==> src/design/etc1_pkg.sv <==
// Shared types and constants for the ETC1 tile decoder.
// Holds the transaction payload structs, the pipeline stage structs and the modifier table.
// Depends on nothing; every design file refers to it by scoped names.
`timescale 1ns / 1ps
`default_nettype none

package etc1_pkg;

  localparam int unsigned TexelsPerSubtile = 16;

  // Bit positions inside the little-endian ETC1 colour word.
  localparam int unsigned NegBase  = 16;
  localparam int unsigned FlipBit  = 32;
  localparam int unsigned DiffBit  = 33;

  typedef struct packed {
    logic [1:0]  subtile;
    logic [63:0] color_word;
    logic [63:0] alpha_word;
  } in_t;

  typedef struct packed {
    logic [2:0] row;
    logic [2:0] column;
    logic [7:0] red;
    logic [7:0] green;
    logic [7:0] blue;
    logic [7:0] alpha;
    logic       last;
  } out_t;

  // After texel selection: raw codes of the chosen sub-block.
  typedef struct packed {
    logic [2:0] row;
    logic [2:0] column;
    logic       last;
    logic       diff;
    logic [4:0] red;
    logic [4:0] green;
    logic [4:0] blue;
    logic [2:0] tidx;
    logic       col;
    logic       neg;
    logic [3:0] alpha;
  } sel_t;

  // After expansion: 8-bit base colour and signed modifier.
  typedef struct packed {
    logic [2:0]        row;
    logic [2:0]        column;
    logic              last;
    logic [7:0]        red;
    logic [7:0]        green;
    logic [7:0]        blue;
    logic signed [8:0] modifier;
    logic [7:0]        alpha;
  } exp_t;

  // Fixed ETC1 modifier table, magnitude only.
  function automatic logic [7:0] mod_magnitude(input logic [2:0] tidx, input logic col);
    logic [7:0] lo;
    logic [7:0] hi;
    begin
      unique case (tidx)
        3'd0: begin lo = 8'd2;  hi = 8'd8;   end
        3'd1: begin lo = 8'd5;  hi = 8'd17;  end
        3'd2: begin lo = 8'd9;  hi = 8'd29;  end
        3'd3: begin lo = 8'd13; hi = 8'd42;  end
        3'd4: begin lo = 8'd18; hi = 8'd60;  end
        3'd5: begin lo = 8'd24; hi = 8'd80;  end
        3'd6: begin lo = 8'd33; hi = 8'd106; end
        default: begin lo = 8'd47; hi = 8'd183; end
      endcase
      return col ? hi : lo;
    end
  endfunction

endpackage

`default_nettype wire

==> src/design/etc1_tile_decoder.sv <==
// ETC1 tile decoder top level: subtile holding register, texel counter and decode pipeline.
// Depends on etc1_pkg for payload types, stage structs and the modifier table.
`timescale 1ns / 1ps
`default_nettype none

// One input transaction carries a 4x4 ETC1 subtile of an 8x8 tile (position, 64-bit colour
// word and 64-bit alpha word); the block answers with sixteen output transactions, one RGBA8
// texel each, in column-outer, row-inner order, with last set on the sixteenth. On the output
// side one texel leaves per cycle while the output is not stalled, paced by the texel counter
// that walks the held subtile. The next subtile is accepted in the cycle its predecessor's
// last texel enters the pipeline, so a steady stream of subtiles keeps the output busy every
// cycle. The accepting edge loads the holding register; the first texel is offered after texel
// selection, colour expansion with table lookup, and the add-and-clamp stage that is also the
// output register. A stalled output freezes the whole pipeline, so nothing is dropped or
// repeated. The alpha_present register is written through cfg_we_i/cfg_data_i and should
// only change while the block is idle; when clear, every alpha is 255.

module etc1_tile_decoder (
  input  wire logic           clk_i,
  input  wire logic           rst_ni,
  input  wire logic           cfg_we_i,
  input  wire logic           cfg_data_i,
  input  wire logic           in_valid_i,
  output logic                in_ready_o,
  input  wire etc1_pkg::in_t  in_data_i,
  output logic                out_valid_o,
  input  wire logic           out_ready_i,
  output etc1_pkg::out_t      out_data_o
);

  // Configuration register.
  logic alpha_present_q;

  always_ff @(posedge clk_i or negedge rst_ni) begin
    if (!rst_ni) begin
      alpha_present_q <= 1'b0;
    end else if (cfg_we_i) begin
      alpha_present_q <= cfg_data_i;
    end
  end

  // Pipeline advance: every stage moves when the output register is free or being taken.
  logic adv;
  assign adv = !out_valid_o || out_ready_i;

  // Holding register and texel counter. The counter value is 4*x + y.
  etc1_pkg::in_t hold_q;
  logic          hold_valid_q;
  logic [3:0]    cnt_q;
  logic          issue;
  logic          issue_last;
  logic          in_acc;

  assign issue      = hold_valid_q && adv;
  assign issue_last = issue && (cnt_q == 4'(etc1_pkg::TexelsPerSubtile - 1));
  // The holding register frees up as soon as its last texel is issued.
  assign in_ready_o = !hold_valid_q || issue_last;
  assign in_acc     = in_valid_i && in_ready_o;

  always_ff @(posedge clk_i or negedge rst_ni) begin
    if (!rst_ni) begin
      hold_valid_q <= 1'b0;
      cnt_q        <= '0;
    end else begin
      if (in_acc) begin
        hold_valid_q <= 1'b1;
        cnt_q        <= '0;
      end else if (issue) begin
        hold_valid_q <= !issue_last;
        cnt_q        <= cnt_q + 4'd1;
      end
    end
  end

  always_ff @(posedge clk_i) begin
    if (in_acc) begin
      hold_q <= in_data_i;
    end
  end

  // Stage 1: pick the sub-block of the current texel and its raw codes.
  etc1_pkg::sel_t sel_d, sel_q;
  logic           sel_valid_q;

  always_comb begin
    logic [1:0]  tx;
    logic [1:0]  ty;
    logic        flip;
    logic        blk;
    logic [63:0] cw;
    logic [63:0] aw;
    cw   = hold_q.color_word;
    aw   = alpha_present_q ? hold_q.alpha_word : '1;
    tx   = cnt_q[3:2];
    ty   = cnt_q[1:0];
    flip = cw[etc1_pkg::FlipBit];
    // Columns 0-1 (or rows 0-1 when flipped) belong to the first sub-block.
    blk  = flip ? ty[1] : tx[1];

    sel_d.row    = {hold_q.subtile[1], ty};
    sel_d.column = {hold_q.subtile[0], tx};
    sel_d.last   = (cnt_q == 4'(etc1_pkg::TexelsPerSubtile - 1));
    sel_d.diff   = cw[etc1_pkg::DiffBit];
    sel_d.tidx   = blk ? cw[36:34] : cw[39:37];
    sel_d.col    = cw[{2'b00, cnt_q}];
    sel_d.neg    = cw[6'(etc1_pkg::NegBase) + {2'b00, cnt_q}];
    sel_d.alpha  = aw[{cnt_q, 2'b00} +: 4];

    if (sel_d.diff) begin
      // The second sub-block adds a signed 3-bit delta, wrapping at 5 bits.
      if (blk) begin
        sel_d.red   = cw[63:59] + {{2{cw[58]}}, cw[58:56]};
        sel_d.green = cw[55:51] + {{2{cw[50]}}, cw[50:48]};
        sel_d.blue  = cw[47:43] + {{2{cw[42]}}, cw[42:40]};
      end else begin
        sel_d.red   = cw[63:59];
        sel_d.green = cw[55:51];
        sel_d.blue  = cw[47:43];
      end
    end else begin
      if (blk) begin
        sel_d.red   = {1'b0, cw[59:56]};
        sel_d.green = {1'b0, cw[51:48]};
        sel_d.blue  = {1'b0, cw[43:40]};
      end else begin
        sel_d.red   = {1'b0, cw[63:60]};
        sel_d.green = {1'b0, cw[55:52]};
        sel_d.blue  = {1'b0, cw[47:44]};
      end
    end
  end

  // Stage 2: expand the colour codes to 8 bits and look up the signed modifier.
  etc1_pkg::exp_t exp_d, exp_q;
  logic           exp_valid_q;

  always_comb begin
    logic [8:0] mag;
    mag          = {1'b0, etc1_pkg::mod_magnitude(sel_q.tidx, sel_q.col)};
    exp_d.row    = sel_q.row;
    exp_d.column = sel_q.column;
    exp_d.last   = sel_q.last;
    exp_d.alpha  = {sel_q.alpha, sel_q.alpha};
    exp_d.modifier = sel_q.neg ? -$signed(mag) : $signed(mag);
    if (sel_q.diff) begin
      exp_d.red   = {sel_q.red,   sel_q.red[4:2]};
      exp_d.green = {sel_q.green, sel_q.green[4:2]};
      exp_d.blue  = {sel_q.blue,  sel_q.blue[4:2]};
    end else begin
      exp_d.red   = {sel_q.red[3:0],   sel_q.red[3:0]};
      exp_d.green = {sel_q.green[3:0], sel_q.green[3:0]};
      exp_d.blue  = {sel_q.blue[3:0],  sel_q.blue[3:0]};
    end
  end

  // Stage 3: add the modifier with clamping to 0..255; this is the output register.
  function automatic logic [7:0] clamp_add(input logic [7:0] base,
                                           input logic signed [8:0] modifier);
    logic signed [9:0] sum;
    begin
      sum = $signed({2'b00, base}) + 10'(modifier);
      if (sum[9]) begin
        return 8'd0;
      end else if (sum[8]) begin
        return 8'hFF;
      end else begin
        return sum[7:0];
      end
    end
  endfunction

  etc1_pkg::out_t out_d, out_q;
  logic           out_valid_q;

  always_comb begin
    out_d.row    = exp_q.row;
    out_d.column = exp_q.column;
    out_d.last   = exp_q.last;
    out_d.alpha  = exp_q.alpha;
    out_d.red    = clamp_add(exp_q.red,   exp_q.modifier);
    out_d.green  = clamp_add(exp_q.green, exp_q.modifier);
    out_d.blue   = clamp_add(exp_q.blue,  exp_q.modifier);
  end

  always_ff @(posedge clk_i or negedge rst_ni) begin
    if (!rst_ni) begin
      sel_valid_q <= 1'b0;
      exp_valid_q <= 1'b0;
      out_valid_q <= 1'b0;
    end else if (adv) begin
      sel_valid_q <= hold_valid_q;
      exp_valid_q <= sel_valid_q;
      out_valid_q <= exp_valid_q;
    end
  end

  always_ff @(posedge clk_i) begin
    if (adv) begin
      sel_q <= sel_d;
      exp_q <= exp_d;
      out_q <= out_d;
    end
  end

  assign out_valid_o = out_valid_q;
  assign out_data_o  = out_q;

endmodule

`default_nettype wire

==> config.mk <==
export PLATFORM = sky130hd
export DESIGN_NAME = etc1_tile_decoder
export DESIGN_NICKNAME = d
export VERILOG_FILES = /design/src/design/etc1_pkg.sv /design/src/design/etc1_tile_decoder.sv
export SDC_FILE = /design/constraint.sdc
export NUM_CORES = 1
export LEC_CHECK = 0
export ABC_AREA = 1
export BUFFER_PORTS_ARGS = -buffer_cell sky130_fd_sc_hd__buf_2
export CORE_ASPECT_RATIO = 0.7
export CORE_MARGIN = 2
export CORE_UTILIZATION = 45
export CTS_BUF_LIST = sky130_fd_sc_hd__clkbuf_4
export DETAILED_ROUTE_END_ITERATION = 16
export PLACE_DENSITY = 0.74
export SYNTH_ARGS = -nofsm -noshare
export SYNTH_HDL_FRONTEND = slang
export SYNTH_SLANG_ARGS = --single-unit
==> constraint.sdc <==
create_clock -name clk_i -period 8.65 [get_ports clk_i]
set_input_delay 0.4325 -clock clk_i [delete_from_list [all_inputs] [get_ports clk_i]]
set_output_delay 0.4325 -clock clk_i [all_outputs]
set_load 0.01 [all_outputs]
==> flow_metrics.tcl <==
set metrics [dict create \
    yosys_warnings 0 \
    whs_ns 0.2088 \
    cap_violations 0 \
    start_kind "flip-flop" \
    finalCritPeriodShare 0.4145 \
    synth_cell_types 32 \
    first_iter_violations 631 \
    fmax_mhz 278.9 \
    insertion_delay_ns 0.71 \
    grt_use_total 0.2010 \
    num_rows 48 \
    clk_pin_slew_ns 0.07 \
    drive_gt1_frac 0.2061 \
    core_area_sq_um 24800 \
    grt_pass1_wl_microns 41880 \
    rrSetupSlack_ns 5.06 \
    viasPerCell 4.847 \
    end_kind "flip-flop" \
    grt_pass1_vias 8314 \
    fp.dieW_microns 194.7 \
    leakage_nw 6.383 \
    hold_viol 0 \
    worstReg2RegStart "cnt_q[1]" \
    drc 0 \
    status "complete, no violations" \
    synth_ff_type "edfxtp_1" \
    worst_pin_slew_ns 1.108 \
    wire_per_inst_microns 15.15 \
    slew_headroom 0.2616 \
    rsz0062_at_grt "no" \
    root_buffer "clkbuf_4" \
    reg2reg_depth 6 \
    cp-endpoint "hold_q[119]" \
    io_pins 177 \
    cts_tree "yes" \
    antenna_found_initial 2 \
    powerDensity_nw_per_um2 313.0 \
    fin_setup_tns_ns 0 \
    synth_nets 1229 \
    ir_drop_v 0.0001113 \
    portBuffers 176 \
    async_reset_ff_frac 0.03600 \
    ys_ff_latch 250 \
    routed_wl_microns 26700 \
    drv_slew 0 \
    start_util 0.4617 \
    route.vias.total 8540 \
    min_path_type "in2async" \
    placedCellCount 1521 \
    routabilityCongestion 0.8556 \
    grt_max_degree 83 \
    syn_area_sq_um 11450 \
    cts.htree.levels 2 \
    worstReg2RegEnd "hold_q[119]" \
    crit_fanout 77 \
    overflow 0 \
    post_cts_buffers 0 \
    layout.cells.most_common "nand2_1" \
    numCtsBuffers 58 \
    synth_edf_count 241 \
    cp.arrival_ns 3.87 \
    hpwl_microns 16620 \
    stdcell_count 1762 \
    period_minus_slack_ns 3.586 \
    die_area_sq_um 26760 \
    seq_area_frac_synth 0.6517 \
    final_cell_mix "nand2_1 (313), edfxtp_1 (241), buf_2 (176)" \
    final_nets 1570 \
    worstSetupStartpoint "cnt_q[1]" \
    fill_cells 2022 \
    required_ns 8.93 \
    setup_viol 0 \
    clock-sinks 250 \
    critPathKind "reg2reg" \
    syn2layout_area_growth_pct 28.08 \
    dieHeight_microns 137.5 \
    synth_cells 1049 \
    cts.path.max_buffers 3 \
    firstDrtPassIters 5 \
    syn_area_per_cell_sq_um 10.92 \
    fin_skew_ns 0.06327 \
    ant_nets 0 \
]
## layout make-up
type | count | area, sq um | area share
diodes | 1 | 2.502 | 0.0001706
clock buffers | 92 | 690.7 | 0.04709
clock inverters | 14 | 57.56 | 0.003924
inverters | 118 | 447.9 | 0.03054
multi-input cells | 649 | 3354 | 0.2287
flip-flops and latches | 250 | 7462 | 0.5088
well taps | 325 | 406.6 | 0.02773
repair buffers | 313 | 2245 | 0.1530
## flip-flops by register name, summed over array words and instances, names as in the netlist
register         count
sel_valid_q          1
cnt_q                4
alpha_present_q      1
exp_valid_q          1
hold_q             130
out_data_o          35
sel_q               21
exp_q               44
exp_d               11
out_valid_o          1
hold_valid_q         1
## worst max-delay path, stage by stage, from the launching register on
cell and delay, ns:
dfrtp_1 1.08, ha_1 0.34, nand2_2 0.09, o21ai_4 0.15, nand2_2 0.12, inv_4 0.50, buf_4 0.85
## what timing repair did
action	in CTS	in global routing
hold endpoints to repair	141	0
hold buffers	134	0
resized for setup	0	0
## cell families (layout without fill, tap and decap cells)
group | after synthesis | in the layout | share of synthesized area
compound gates | 119 | 119 | 0.05595
xor+xnor | 19 | 19 | 0.01453
fa+ha+maj | 44 | 44 | 0.05201
buf+inv | 150 | 537 | 0.05605
flops | 250 | 250 | 0.6517
mux | 1 | 1 | 0.0009833
other cells | 0 | 1 | 0
simple gates | 466 | 466 | 0.1688
## layer usage
metal | vias up | part of all wire | track usage
met2 | 297 | 0.46 | 0.3218
li1 | 4279 | - | -
met5 | - | 0 | 0
met4 | 0 | 0.025 | 0.08333
met3 | 56 | 0.067 | 0.05141
met1 | 3908 | 0.45 | 0.2641
## power by group
| part | internal [mW] | total (mW) | switching (mW) |
|---|---|---|---|
| clock network | 0.481 | 0.932 | 0.452 |
| registers | 1.74 | 1.93 | 0.187 |
| logic | 0.632 | 1.73 | 1.10 |
## Yosys cell counts, types with 5 or more instances
| library cell | instances | area share |
|---|---|---|
| a21oi_1 | 36 | 0.016 |
| buf_2 | 13 | 0.0057 |
| buf_4 | 10 | 0.0066 |
| clkbuf_1 | 6 | 0.0020 |
| dfrtp_1 | 9 | 0.020 |
| edfxtp_1 | 241 | 0.63 |
| fa_1 | 6 | 0.010 |
| ha_1 | 38 | 0.042 |
| inv_1 | 107 | 0.035 |
| inv_2 | 7 | 0.0023 |
| nand2_1 | 314 | 0.10 |
| nand2_2 | 6 | 0.0033 |
| nand3_1 | 85 | 0.037 |
| nand3b_1 | 8 | 0.0052 |
| nor2_1 | 45 | 0.015 |
| o211ai_1 | 5 | 0.0033 |
| o21ai_0 | 54 | 0.024 |
| o21ai_1 | 14 | 0.0061 |
| o22ai_1 | 5 | 0.0027 |
| xnor2_1 | 15 | 0.011 |
## worst min path at each step
stage | startpoint | endpoint | slack, ns | cells after the start
finish | rst_ni | alpha_present_q | 0.21 | 2
global route | rst_ni | cnt_q[2] | 0.15 | 2
CTS | rst_ni | cnt_q[2] | 0.1 | 2
detailed placement | rst_ni | alpha_present_q | 0.31 | 1
global placement | rst_ni | alpha_present_q | 0.32 | 1
floorplan | rst_ni | alpha_present_q | 0.14 | 0
## stage by stage
stage / worst slack (ns) / total power, mW / util / instance area, sq um
global route: 4.761 / 4.961 / 0.5913 / 14670
CTS: 5.043 / 4.604 / 0.5912 / 14660
floorplan: 1.913 / 3.177 / - / 11450
finish: 5.064 / 4.591 / 0.5913 / 14670
global placement: 5.110 / 3.567 / 0.5070 / 12570
detailed placement: 5.069 / 3.621 / 0.5070 / 12570
Note: power is estimated with default switching activity, not from simulation.
